===== config.mk =====
export PLATFORM = sky130hd
export DESIGN_NAME = htlru_ram
export DESIGN_NICKNAME = d
export VERILOG_FILES = /design/src/rtl/htlru_ram.sv
export SDC_FILE = /design/constraint.sdc
export NUM_CORES = 2
export LEC_CHECK = 0
export BUFFER_PORTS_ARGS = -buffer_cell sky130_fd_sc_hd__buf_2
export CAP_MARGIN = 25
export CORE_UTILIZATION = 63
export DETAILED_ROUTE_END_ITERATION = 6
export GPL_ROUTABILITY_DRIVEN = 0
export HOLD_SLACK_MARGIN = 0.08
export PLACE_DENSITY = 0.87
export SYNTH_ARGS = -nofsm -noshare
export SYNTH_HDL_FRONTEND = slang
export SYNTH_SLANG_ARGS = --single-unit

===== constraint.sdc =====
create_clock -name clock -period 3.69 [get_ports clock]
set_input_delay 0.1845 -clock clock [delete_from_list [all_inputs] [get_ports clock]]
set_output_delay 0.1845 -clock clock [all_outputs]
set_load 0.005 [all_outputs]

===== src/rtl/htlru_ram.sv =====
module htlru_ram #(
   parameter int WIDTH = 32,
   parameter int DEPTH = 64
) (
   input  logic                     clock,
   input  logic                     we,
   input  logic [$clog2(DEPTH)-1:0] waddr,
   input  logic [WIDTH-1:0]         wdata,
   input  logic [$clog2(DEPTH)-1:0] raddr,
   output logic [WIDTH-1:0]         rdata
);

   logic [WIDTH-1:0] mem [DEPTH];
   logic [WIDTH-1:0] rdata_ff;

   always_ff @(posedge clock) begin
      if (we) begin
         mem[waddr] <= wdata;
      end
      rdata_ff <= mem[raddr];
   end

   assign rdata = rdata_ff;

endmodule


==> flow_summary_export.csv <==
group,metric,value,unit
layout,final_common_cell,"edfxtp_1",
timing,whs,0.1576,ns
global_routing,use_met1,46.75,%
worst_setup_path,r2r-start,"mem[24][18]$_DFFE_PP_",
yosys,synth_edf_count,2048,
clock_tree,clock-sinks,2080,
detailed_routing,detail_route.iter0.violations,8320,
global_routing,grt_pass1_wl,324700,microns
clock_tree,cts-buffers-inserted,187,
yosys,synth_area,78520,sq um
worst_setup_path,crit_type,"in2reg",
min_path,hp-class,"in2reg",
pwr,ir_drop,560.4,uV
die,initial_core_util,63.51,%
layout,drive_gt1_share,30.47,%
detailed_routing,drtAntennaViolNets,0,
detailed_routing,avgRoutedWirePerCell,43.31,microns
layout,final_area,89070,sq um
detailed_routing,vias_per_cell,7.595,
pwr,power,48.49,mW
layout,final_cell_mix,"2,048 x edfxtp_1, 544 x mux4_2, 193 x clkbuf_16",
worst_setup_path,crit_path_start_kind,"input port",
yosys,ys_ff_latch,2080,
timing,worst_clock_skew,0.03839,ns
global_routing,grt_max_degree,65,
timing,drv_slew,0,
die,ios,78,
clock_tree,post_cts_buffers,0,
worst_setup_path,cp_cell_sequence,"buf_8 -> buf_4 -> nor2b_1 -> buf_4 -> a22oi_1 -> and3_1 -> o32ai_1 -> nor3_1",
timing,setup_tns,0,ns
worst_setup_path,cp.arrival,3.38,ns
yosys,netlist_instances,3324,
worst_setup_path,slowest_delay,0.78,ns
worst_setup_path,crit_slowest_cell,"o32ai_1",
global_routing,grt_usage,38.12,%
clock_tree,cts-hold-fix-buffers,19,
timing,post-route-min-period,2.715,ns
timing,period_share,73.59,%
timing,relSlewSlack,28.32,%
global_routing,use_met2,60.51,%
die,die_h,355.0,microns
yosys,seq_area_frac_synth,79.14,%
clock_tree,ctsRootBufferMaster,"clkbuf_16",
pwr,pwr_density_cell,544.4,nW/um^2
global_routing,grtUsageMet3,9.769,%
min_path,min_from,"waddr[2]",
global_routing,grt.busiest_layer,"met2",
clock_tree,clkTransAtPathRegs,0.06,ns
yosys,yosysUniqueCellTypes,34,
job,cap_violations,0,
yosys,synth_flop_cell,"edfxtp_1",
timing,fmax,0.3683,GHz
yosys,syn_nets,3370,
timing,worstMarginPinSlew,1.072,ns
die,die-area,126000,sq um
layout,fin_nets,3694,
global_routing,grt_pass1_vias,42440,
yosys,yosys_warnings,0,
worst_setup_path,crit_top_cell,"buf_4",
global_routing,grt_overflow_total,0,
die,coreArea,123600,sq um
run_status,violations,"DRC",
detailed_routing,drc,2,
timing,setup_viol,0,
clock_tree,cts_tree,"yes",
die,die_w,355.0,microns
detailed_routing,dr.pass1.iters,7,
clock_tree,ctsLongestPathBuffers,3,
place,hpwl,123600,microns
layout,area_delta_synth_final,13.45,%
die,placementRows,129,
yosys,avgSynthCellArea,23.62,sq um
worst_setup_path,endpoint_kind,"flop",
place,place_area,82460,sq um
worst_setup_path,cp_max_fo,38,
timing,finalHoldViolations,0,
detailed_routing,finalWirelength,236100,microns
layout,fin_util,72.04,%
worst_setup_path,worstPathRequired,4.35,ns
clock_tree,h-tree-depth,4,
place,io_buffers,77,
yosys,async_reset_ff_share,0,%
detailed_routing,via_count,41400,
clock_tree,insertion_delay,0.83,ns
worst_setup_path,cp-startpoint,"raddr[2]",
run_status,status,"complete, but fails checks",
clock_tree,ctsResizeCount,0,
global_routing,antenna_found_initial,21,
timing,rsz0062_at_grt,"false",
pwr,leakagePower,28.00,nW
## Yosys cell counts, types with 3 or more instances
master / instances / area, sq um
nor3_1: 7 / 35.03
or3b_2: 3 / 26.28
edfxtp_1: 2048 / 61500
a21oi_1: 62 / 310.3
buf_2: 57 / 285.3
mux4_2: 544 / 12250
nor2_1: 137 / 514.2
clkbuf_1: 74 / 277.8
a311oi_1: 8 / 70.07
buf_6: 5 / 56.30
nor2b_1: 15 / 93.84
or3_1: 3 / 18.77
o221ai_1: 27 / 236.5
a41o_1: 4 / 40.04
nand3b_1: 5 / 37.54
o22ai_1: 84 / 525.5
o32ai_1: 4 / 35.03
dfxtp_1: 32 / 640.6
buf_1: 21 / 78.83
nand3_1: 5 / 25.02
mux2i_1: 93 / 930.9
a22oi_1: 12 / 90.09
buf_4: 25 / 187.7
nand2_1: 26 / 97.59
and3_1: 4 / 25.02
nand2b_1: 8 / 50.05
## layout make-up
| type | count | area [sq um] |
|---|---|---|
| tap | 1637 | 2048 |
| fill | 6315 | 34560 |
| timing repair buffer | 317 | 2923 |
| antenna | 7 | 17.52 |
| sequential | 2080 | 62140 |
| clock inverter | 91 | 817.0 |
| clock buffer | 257 | 5160 |
| multi-input combinational | 1062 | 15970 |
## path summary, 6_finish.rpt
path	endpoint	slack, ns	depth (start not counted)
setup / recovery	rdata[8]$_DFF_P_	0.97	8
hold / removal	mem[54][6]$_DFFE_PP_	0.16	3
setup reg to reg	rdata[18]$_DFF_P_	1.10	4
hold reg to reg	rdata[8]$_DFF_P_	0.84	4
## metal layers
metal | routed length, microns | part of all wire, %
met2 | 113900 | 48
met5 | 145 | 0.061
met3 | 34050 | 14
met1 | 68690 | 29
met4 | 19250 | 8.2
## cell families (layout without fill, tap and decap cells)
| family | count (synthesis) | in the layout | share of synthesized area (%) |
|---|---|---|---|
| DFF | 2080 | 2080 | 79.14 |
| and+or+nand+nor | 223 | 223 | 1.265 |
| buffers and inverters | 182 | 665 | 1.128 |
| AOI/OAI and AO/OA | 202 | 202 | 1.673 |
| other | 0 | 7 | 0 |
| muxes | 637 | 637 | 16.79 |
## state kept, by name, summed over array words and instances, names as in the netlist
| signal | count |
|---|---|
| mem | 2048 |
| rdata | 32 |
## critical path: cells and delay by family
kind	cells	cell delay [ns]
compound gates	2	0.91
buf+inv	3	1.12
simple gates	3	1.13
## metrics by stage
stage / setup slack, ns / instances
floorplan: 0.3457 / 3324
global placement: 0.4930 / 5043
detailed placement: 0.4342 / 5049
CTS: 1.221 / 5416
global route: 1.036 / 5445
finish: 0.9745 / 5451
## report_power, final
| part | total [mW] | switching, mW | internal, mW |
|---|---|---|---|
| Sequential | 26.3 | 0.147 | 26.1 |
| Combinational | 2.67 | 1.70 | 0.975 |
| Clock | 19.5 | 8.76 | 10.8 |
| Total | 48.5 | 10.6 | 37.9 |
(Power assumes the default switching activity.)
