$ cat config.mk
export PLATFORM = sky130hd
export DESIGN_NAME = htlru_hash
export DESIGN_NICKNAME = d
export VERILOG_FILES = /design/src/rtl/htlru_pkg.sv /design/src/rtl/htlru_hash.sv
export SDC_FILE = /design/constraint.sdc
export NUM_CORES = 1
export LEC_CHECK = 0
export ABC_AREA = 1
export BUFFER_PORTS_ARGS = -buffer_cell sky130_fd_sc_hd__buf_2
export CAP_MARGIN = 5
export CORE_MARGIN = 2
export CORE_UTILIZATION = 65
export DETAILED_ROUTE_END_ITERATION = 16
export PLACE_DENSITY = 0.87
export SETUP_SLACK_MARGIN = 0.1
export SYNTH_ARGS = -nofsm -noshare
export SYNTH_HDL_FRONTEND = slang
export SYNTH_SLANG_ARGS = --single-unit
$ cat constraint.sdc
create_clock -name clock -period 9.9 [get_ports clock]
set_clock_uncertainty 0.2 [all_clocks]
set_input_delay 0.99 -clock clock [delete_from_list [all_inputs] [get_ports clock]]
set_output_delay 0.99 -clock clock [all_outputs]
set_load 0.05 [all_outputs]
$ cat src/rtl/htlru_pkg.sv
package htlru_pkg;

   localparam int KEY_BYTES = 8;

   localparam logic [31:0] FNV_BASIS = 32'h811C9DC5;
   localparam logic [31:0] FNV_PRIME = 32'h01000193;

   localparam logic [2:0] REQ_SET    = 3'd0;
   localparam logic [2:0] REQ_GET    = 3'd1;
   localparam logic [2:0] REQ_DELETE = 3'd2;
   localparam logic [2:0] REQ_EXISTS = 3'd3;
   localparam logic [2:0] REQ_PURGE  = 3'd4;
   localparam logic [2:0] REQ_CLEAR  = 3'd5;

   localparam logic [2:0] STS_OK        = 3'd0;
   localparam logic [2:0] STS_NOT_FOUND = 3'd1;
   localparam logic [2:0] STS_EXPIRED   = 3'd2;
   localparam logic [2:0] STS_FULL      = 3'd3;
   localparam logic [2:0] STS_INVALID   = 3'd4;

   localparam logic [1:0] SLOT_EMPTY = 2'd0;
   localparam logic [1:0] SLOT_LIVE  = 2'd1;
   localparam logic [1:0] SLOT_TOMB  = 2'd2;

   localparam logic [1:0] LOOK_MISS   = 2'd0;
   localparam logic [1:0] LOOK_HIT    = 2'd1;
   localparam logic [1:0] LOOK_NOSLOT = 2'd2;

   localparam logic [1:0] CSR_ENTRY_LIMIT   = 2'd0;
   localparam logic [1:0] CSR_EVICT_ON_FULL = 2'd1;
   localparam logic [1:0] CSR_EXPIRY_ENABLE = 2'd2;

   typedef struct packed {
      logic [1:0]  st;
      logic [31:0] hash;
      logic [63:0] key;
      logic [31:0] value;
      logic [31:0] expiry;
      logic [31:0] stamp;
   } entry_type;

   typedef struct packed {
      logic [31:0] hash;
      logic [63:0] key;
      logic        invalid;
   } key_info_type;

endpackage

$ cat src/rtl/htlru_hash.sv
module htlru_hash
   import htlru_pkg::*;
#(
   parameter int BUCKETS = 64
) (
   input  logic                       clock,
   input  logic                       reset,
   input  logic                       start,
   input  logic [63:0]                key_bytes,
   input  logic [2:0]                 key_length,
   output logic                       done,
   output key_info_type               info,
   output logic [$clog2(BUCKETS)-1:0] start_idx
);

   localparam int IW = $clog2(BUCKETS);
   localparam logic [1:0] PH_IDLE = 2'd0;
   localparam logic [1:0] PH_HASH = 2'd1;
   localparam logic [1:0] PH_MOD  = 2'd2;

   logic [1:0]    phase_ff, phase_in;
   logic [63:0]   kb_ff, kb_in;
   logic [2:0]    klen_ff, klen_in;
   logic [2:0]    len_ff, len_in;
   logic [31:0]   hash_ff, hash_in;
   logic [63:0]   key_ff, key_in;
   logic          invalid_ff, invalid_in;
   logic [31:0]   sh_ff, sh_in;
   logic [2:0]    cnt_ff, cnt_in;
   logic [IW-1:0] rem_ff, rem_in;
   logic          done_ff, done_in;
   logic [7:0]    cur_byte;
   logic [IW:0]   rem_t;

   assign cur_byte = kb_ff[{len_ff, 3'b000} +: 8];

   always_comb begin
      phase_in   = phase_ff;
      kb_in      = kb_ff;
      klen_in    = klen_ff;
      len_in     = len_ff;
      hash_in    = hash_ff;
      key_in     = key_ff;
      invalid_in = invalid_ff;
      sh_in      = sh_ff;
      cnt_in     = cnt_ff;
      rem_in     = rem_ff;
      done_in    = 1'b0;
      rem_t      = '0;
      case (phase_ff)
         PH_IDLE: begin
            if (start) begin
               phase_in = PH_HASH;
               kb_in    = key_bytes;
               klen_in  = key_length;
               len_in   = '0;
               hash_in  = FNV_BASIS;
               key_in   = '0;
            end
         end
         PH_HASH: begin
            if (len_ff != klen_ff && cur_byte != 8'd0) begin
               hash_in = (hash_ff ^ {24'd0, cur_byte}) * FNV_PRIME;
               key_in[{len_ff, 3'b000} +: 8] = cur_byte;
               len_in = len_ff + 3'd1;
            end else begin
               invalid_in = (len_ff == 3'd0) || (32'(len_ff) >= KEY_BYTES);
               sh_in      = hash_ff;
               cnt_in     = '0;
               rem_in     = '0;
               phase_in   = PH_MOD;
            end
         end
         PH_MOD: begin
            // Four restoring steps of the remainder per cycle, top bits first.
            rem_t = {1'b0, rem_ff};
            for (int j = 0; j < 4; j++) begin
               rem_t = {rem_t[IW-1:0], sh_ff[31-j]};
               if (rem_t >= (IW+1)'(BUCKETS)) begin
                  rem_t = rem_t - (IW+1)'(BUCKETS);
               end
            end
            rem_in = rem_t[IW-1:0];
            sh_in  = {sh_ff[27:0], 4'd0};
            cnt_in = cnt_ff + 3'd1;
            if (cnt_ff == 3'd7) begin
               phase_in = PH_IDLE;
               done_in  = 1'b1;
            end
         end
         default: begin
            phase_in = PH_IDLE;
         end
      endcase
   end

   always_ff @(posedge clock) begin
      if (reset) begin
         phase_ff <= PH_IDLE;
         done_ff  <= 1'b0;
      end else begin
         phase_ff <= phase_in;
         done_ff  <= done_in;
      end
      kb_ff      <= kb_in;
      klen_ff    <= klen_in;
      len_ff     <= len_in;
      hash_ff    <= hash_in;
      key_ff     <= key_in;
      invalid_ff <= invalid_in;
      sh_ff      <= sh_in;
      cnt_ff     <= cnt_in;
      rem_ff     <= rem_in;
   end

   assign done         = done_ff;
   assign info.hash    = hash_ff;
   assign info.key     = key_ff;
   assign info.invalid = invalid_ff;
   assign start_idx    = rem_ff;

endmodule

==> results.sh <==
export IMPL_critical_path_class="reg2reg"
export IMPL_ctsRootBufferMaster="sky130_fd_sc_hd__clkbuf_16"
export IMPL_globalRouteOverflowTotal=0
export IMPL_synthesis_area_um2=15000
export IMPL_synth_main_ff_cell="sky130_fd_sc_hd__edfxtp_1"
export IMPL_critical_path_required_ns=9.96
export IMPL_outcome="finished clean"
export IMPL_yosysSeqAreaShare_pct=42.0
export IMPL_post_drt_via_cell_ratio=5.82
export IMPL_routed_len_inst_um=19.1
export IMPL_ios=174
export IMPL_postSynthAreaPerCell_um2=9.63
export IMPL_worst_setup_hold_path_clk_slew_ns=0.07
export IMPL_initial_core_util_pct=66.4
export IMPL_placed_instance_area_um2=16200
export IMPL_die_y_um=156
export IMPL_cp_max_fo=35
export IMPL_final_common_cell="sky130_fd_sc_hd__inv_1"
export IMPL_number_of_hold_violations_in_the_final_report=0
export IMPL_grt_util_all_layers_pct=32.1
export IMPL_timing_critical_path_from_type="flip-flop"
export IMPL_hp_start="sh_ff[0]"
export IMPL_design_die_area_um2=24400
export IMPL_setup_tns_final_ns=0
export IMPL_maxCapViolations=0
export IMPL_synth_cell_type_count=37
export IMPL_hold_buffers=0
export IMPL_critPathCaptureType="flip-flop"
export IMPL_maxSlewHeadroom_pct=24.0
export IMPL_worst_slew_pin_transition_ns=1.14
export IMPL_detailedPlacementHpwl_um=28900
export IMPL_synthArstFlopShare_pct=0
export IMPL_arrival_ns=7.31
export IMPL_port_buffers=173
export IMPL_grt_start_max_net_pins=86
export IMPL_placement_rows=55
export IMPL_die_x_um=156
export IMPL_report_final_slew_viol_count=0
export IMPL_drt_drc_violations_left=0
export IMPL_numCtsBuffers=23
export IMPL_netlist_top_cells_area="sky130_fd_sc_hd__edfxtp_1 42%, sky130_fd_sc_hd__ha_1 16%, sky130_fd_sc_hd__fa_1 9.9%, sky130_fd_sc_hd__inv_1 7.1%, sky130_fd_sc_hd__nand2_1 6.3%"
export IMPL_fin_nets=2065
export IMPL_r2r_worst_path_cells=24
export IMPL_post_cts_resized_instances=0
export IMPL_r2r_end="hash_ff[30]"
export IMPL_hold_slack_ns=0.315
export IMPL_hold_end="sh_ff[4]"
export IMPL_layout_min_cycle_time_ns=7.25
export IMPL_synth_largest_area_cell="sky130_fd_sc_hd__edfxtp_1"
export IMPL_mappedNetlistNets=1896
export IMPL_detail_route_antenna_nets=0
export IMPL_synth_edf_count=208
export IMPL_fill_cells=1500
export IMPL_finalWeightedCongestion=0.952
export IMPL_totalWireLength_um=38800
export IMPL_timing_hold_worst_path_depth=2
export IMPL_first_global_vias=11700
export IMPL_grt_antenna_before_repair=2
export IMPL_placeableCoreArea_um2=22600
export IMPL_flow_area_growth_from_synthesis_pct=12.5
export IMPL_post_route_cells_drive_above_1_share_pct=13.9
export IMPL_number_of_optimization_iterations_in_the_first_detailed_route_pass=8
export IMPL_rsz0062_at_grt="false"
export IMPL_worst_r2r_startpoint="len_ff[0]"
export IMPL_cts_repair_timing_setup_buffer_count=0
export IMPL_cts_tree="built"
export IMPL_top_cell_type_s_share_of_synthesized_area_pct=41.6
export IMPL_initialDrtViolationCount=1156
export IMPL_vias=11800
export IMPL_layout_cell_area_non_filler_um2=16900
export IMPL_final_period_utilization_pct=73.3
export IMPL_ctsLongestPathBuffers=3
export IMPL_hp_class="reg2reg"
export IMPL_htree_num_levels=1
export IMPL_grt_pass1_wl_um=60400
export IMPL_clkSinkCount=211
export IMPL_clk_latency_ns=0.51
export IMPL_synthesis_yosys_warnings=0
export IMPL_count_of_endpoints_failing_setup_in_the_final_report=0
export IMPL_setup_reg_to_reg_worst_slack_ns=2.65
export IMPL_yosys_register_bits=211
export IMPL_number_of_instances_in_the_synthesized_netlist=1561
export IMPL_most_common_layout_cells="284 x sky130_fd_sc_hd__inv_1, 252 x sky130_fd_sc_hd__nand2_1, 208 x sky130_fd_sc_hd__edfxtp_1"
export IMPL_max_clock_freq_mhz=138
-- through the flow --
stage | setup slack (ns) | util (%) | std cells
after CTS | 2.76 | 74.7 | 2031
after floorplan | 2.93 | - | 1561
final | 2.65 | 74.7 | 2033
after global placement | 2.97 | 71.4 | 1990
after detailed placement | 2.80 | 71.4 | 1990
after global routing | 2.31 | 74.7 | 2032
-- worst max-delay path by stage --
stage	slack [ns]	depth (start not counted)	end	startpoint
2_1_floorplan	2.93	4	hash_ff[0]	start
3_3_place_gp	2.97	24	hash_ff[30]	len_ff[0]
3_5_place_dp	2.80	24	hash_ff[30]	len_ff[0]
4_1_cts	2.76	24	hash_ff[30]	len_ff[0]
5_1_grt	2.31	24	hash_ff[30]	len_ff[0]
6_report	2.65	24	hash_ff[30]	len_ff[0]
-- registers in the layout, summed over array words and instances, names as in the netlist --
register,flops
len_ff,3
start_idx,6
hash_ff,32
key_ff,64
sh_ff,32
phase_ff,2
done,1
kb_ff,64
klen_ff,3
cnt_ff,3
invalid_ff,1
-- critical path: stages (launching register included) --
cell,delay [ns]
sky130_fd_sc_hd__edfxtp_1,0.73
sky130_fd_sc_hd__buf_4,0.44
sky130_fd_sc_hd__nor2_1,0.09
sky130_fd_sc_hd__nor2_1,0.10
sky130_fd_sc_hd__o21ai_0,0.10
sky130_fd_sc_hd__nand3_1,0.12
sky130_fd_sc_hd__nand2_2,0.13
sky130_fd_sc_hd__xor2_1,0.63
sky130_fd_sc_hd__ha_1,0.37
sky130_fd_sc_hd__ha_1,0.32
sky130_fd_sc_hd__fa_1,0.45
sky130_fd_sc_hd__ha_1,0.22
sky130_fd_sc_hd__fa_1,0.48
sky130_fd_sc_hd__ha_1,0.29
sky130_fd_sc_hd__inv_1,0.05
sky130_fd_sc_hd__fa_1,0.53
sky130_fd_sc_hd__inv_1,0.04
sky130_fd_sc_hd__ha_1,0.33
sky130_fd_sc_hd__nand2_1,0.14
sky130_fd_sc_hd__nor2_1,0.19
sky130_fd_sc_hd__inv_1,0.05
sky130_fd_sc_hd__o21ai_0,0.48
sky130_fd_sc_hd__nand3_1,0.25
sky130_fd_sc_hd__a21oi_1,0.19
sky130_fd_sc_hd__nor2_1,0.07
-- cells in the mapped netlist (2+ instances only) --
cell,n
sky130_fd_sc_hd__buf_2,11
sky130_fd_sc_hd__inv_1,285
sky130_fd_sc_hd__nand2_2,4
sky130_fd_sc_hd__a21o_1,3
sky130_fd_sc_hd__nand3_1,55
sky130_fd_sc_hd__fa_1,74
sky130_fd_sc_hd__xor2_2,2
sky130_fd_sc_hd__nor4_4,2
sky130_fd_sc_hd__o21ai_0,118
sky130_fd_sc_hd__xnor2_1,15
sky130_fd_sc_hd__or2_2,3
sky130_fd_sc_hd__a21oi_1,111
sky130_fd_sc_hd__o21bai_1,8
sky130_fd_sc_hd__nand3b_1,2
sky130_fd_sc_hd__o21a_1,4
sky130_fd_sc_hd__clkbuf_1,22
sky130_fd_sc_hd__buf_6,3
sky130_fd_sc_hd__xor2_1,7
sky130_fd_sc_hd__edfxtp_1,208
sky130_fd_sc_hd__inv_2,3
sky130_fd_sc_hd__nor3_1,27
sky130_fd_sc_hd__nand2_1,254
sky130_fd_sc_hd__dfxtp_1,3
sky130_fd_sc_hd__nand4_1,15
sky130_fd_sc_hd__buf_4,4
sky130_fd_sc_hd__ha_1,191
sky130_fd_sc_hd__clkinv_1,3
sky130_fd_sc_hd__nor2_1,115
-- logic make-up (layout without fill, tap and decap cells) --
logic type | count (synthesis) | after routing | synth area share (%)
AOI/OAI and AO/OA | 248 | 248 | 8.58
xor gates and xnor gates | 25 | 25 | 1.68
adders and majority gates | 265 | 265 | 25.8
buffers and inverters | 332 | 517 | 8.63
DFF | 211 | 211 | 42.0
other | 0 | 2 | 0
and+or+nand+nor | 480 | 480 | 13.4
-- final cells by class --
cell class,instances,area [µm²],share of cell area (%)
repair buffers,185,956,5.65
diodes,2,5.00,0.0296
clock buffers,28,594,3.51
clock inverters,13,153,0.903
inverters,291,1090,6.46
flip-flops and latches,211,6310,37.3
well taps,285,357,2.11
multi-input cells,1018,7450,44.0
-- layer usage --
metal  global-route usage (%)  vias to the layer above  routed length (µm)
met5                        0                        -                   0
met4                     10.2                        0                1260
met3                     6.53                       93                3790
met2                     50.7                      671               18100
met1                     45.3                     5559               15700
li1                         -                     5500                   -
Power is not shown: default switching activity piles up to over one toggle a cycle in this logic, so the estimate is an artifact.
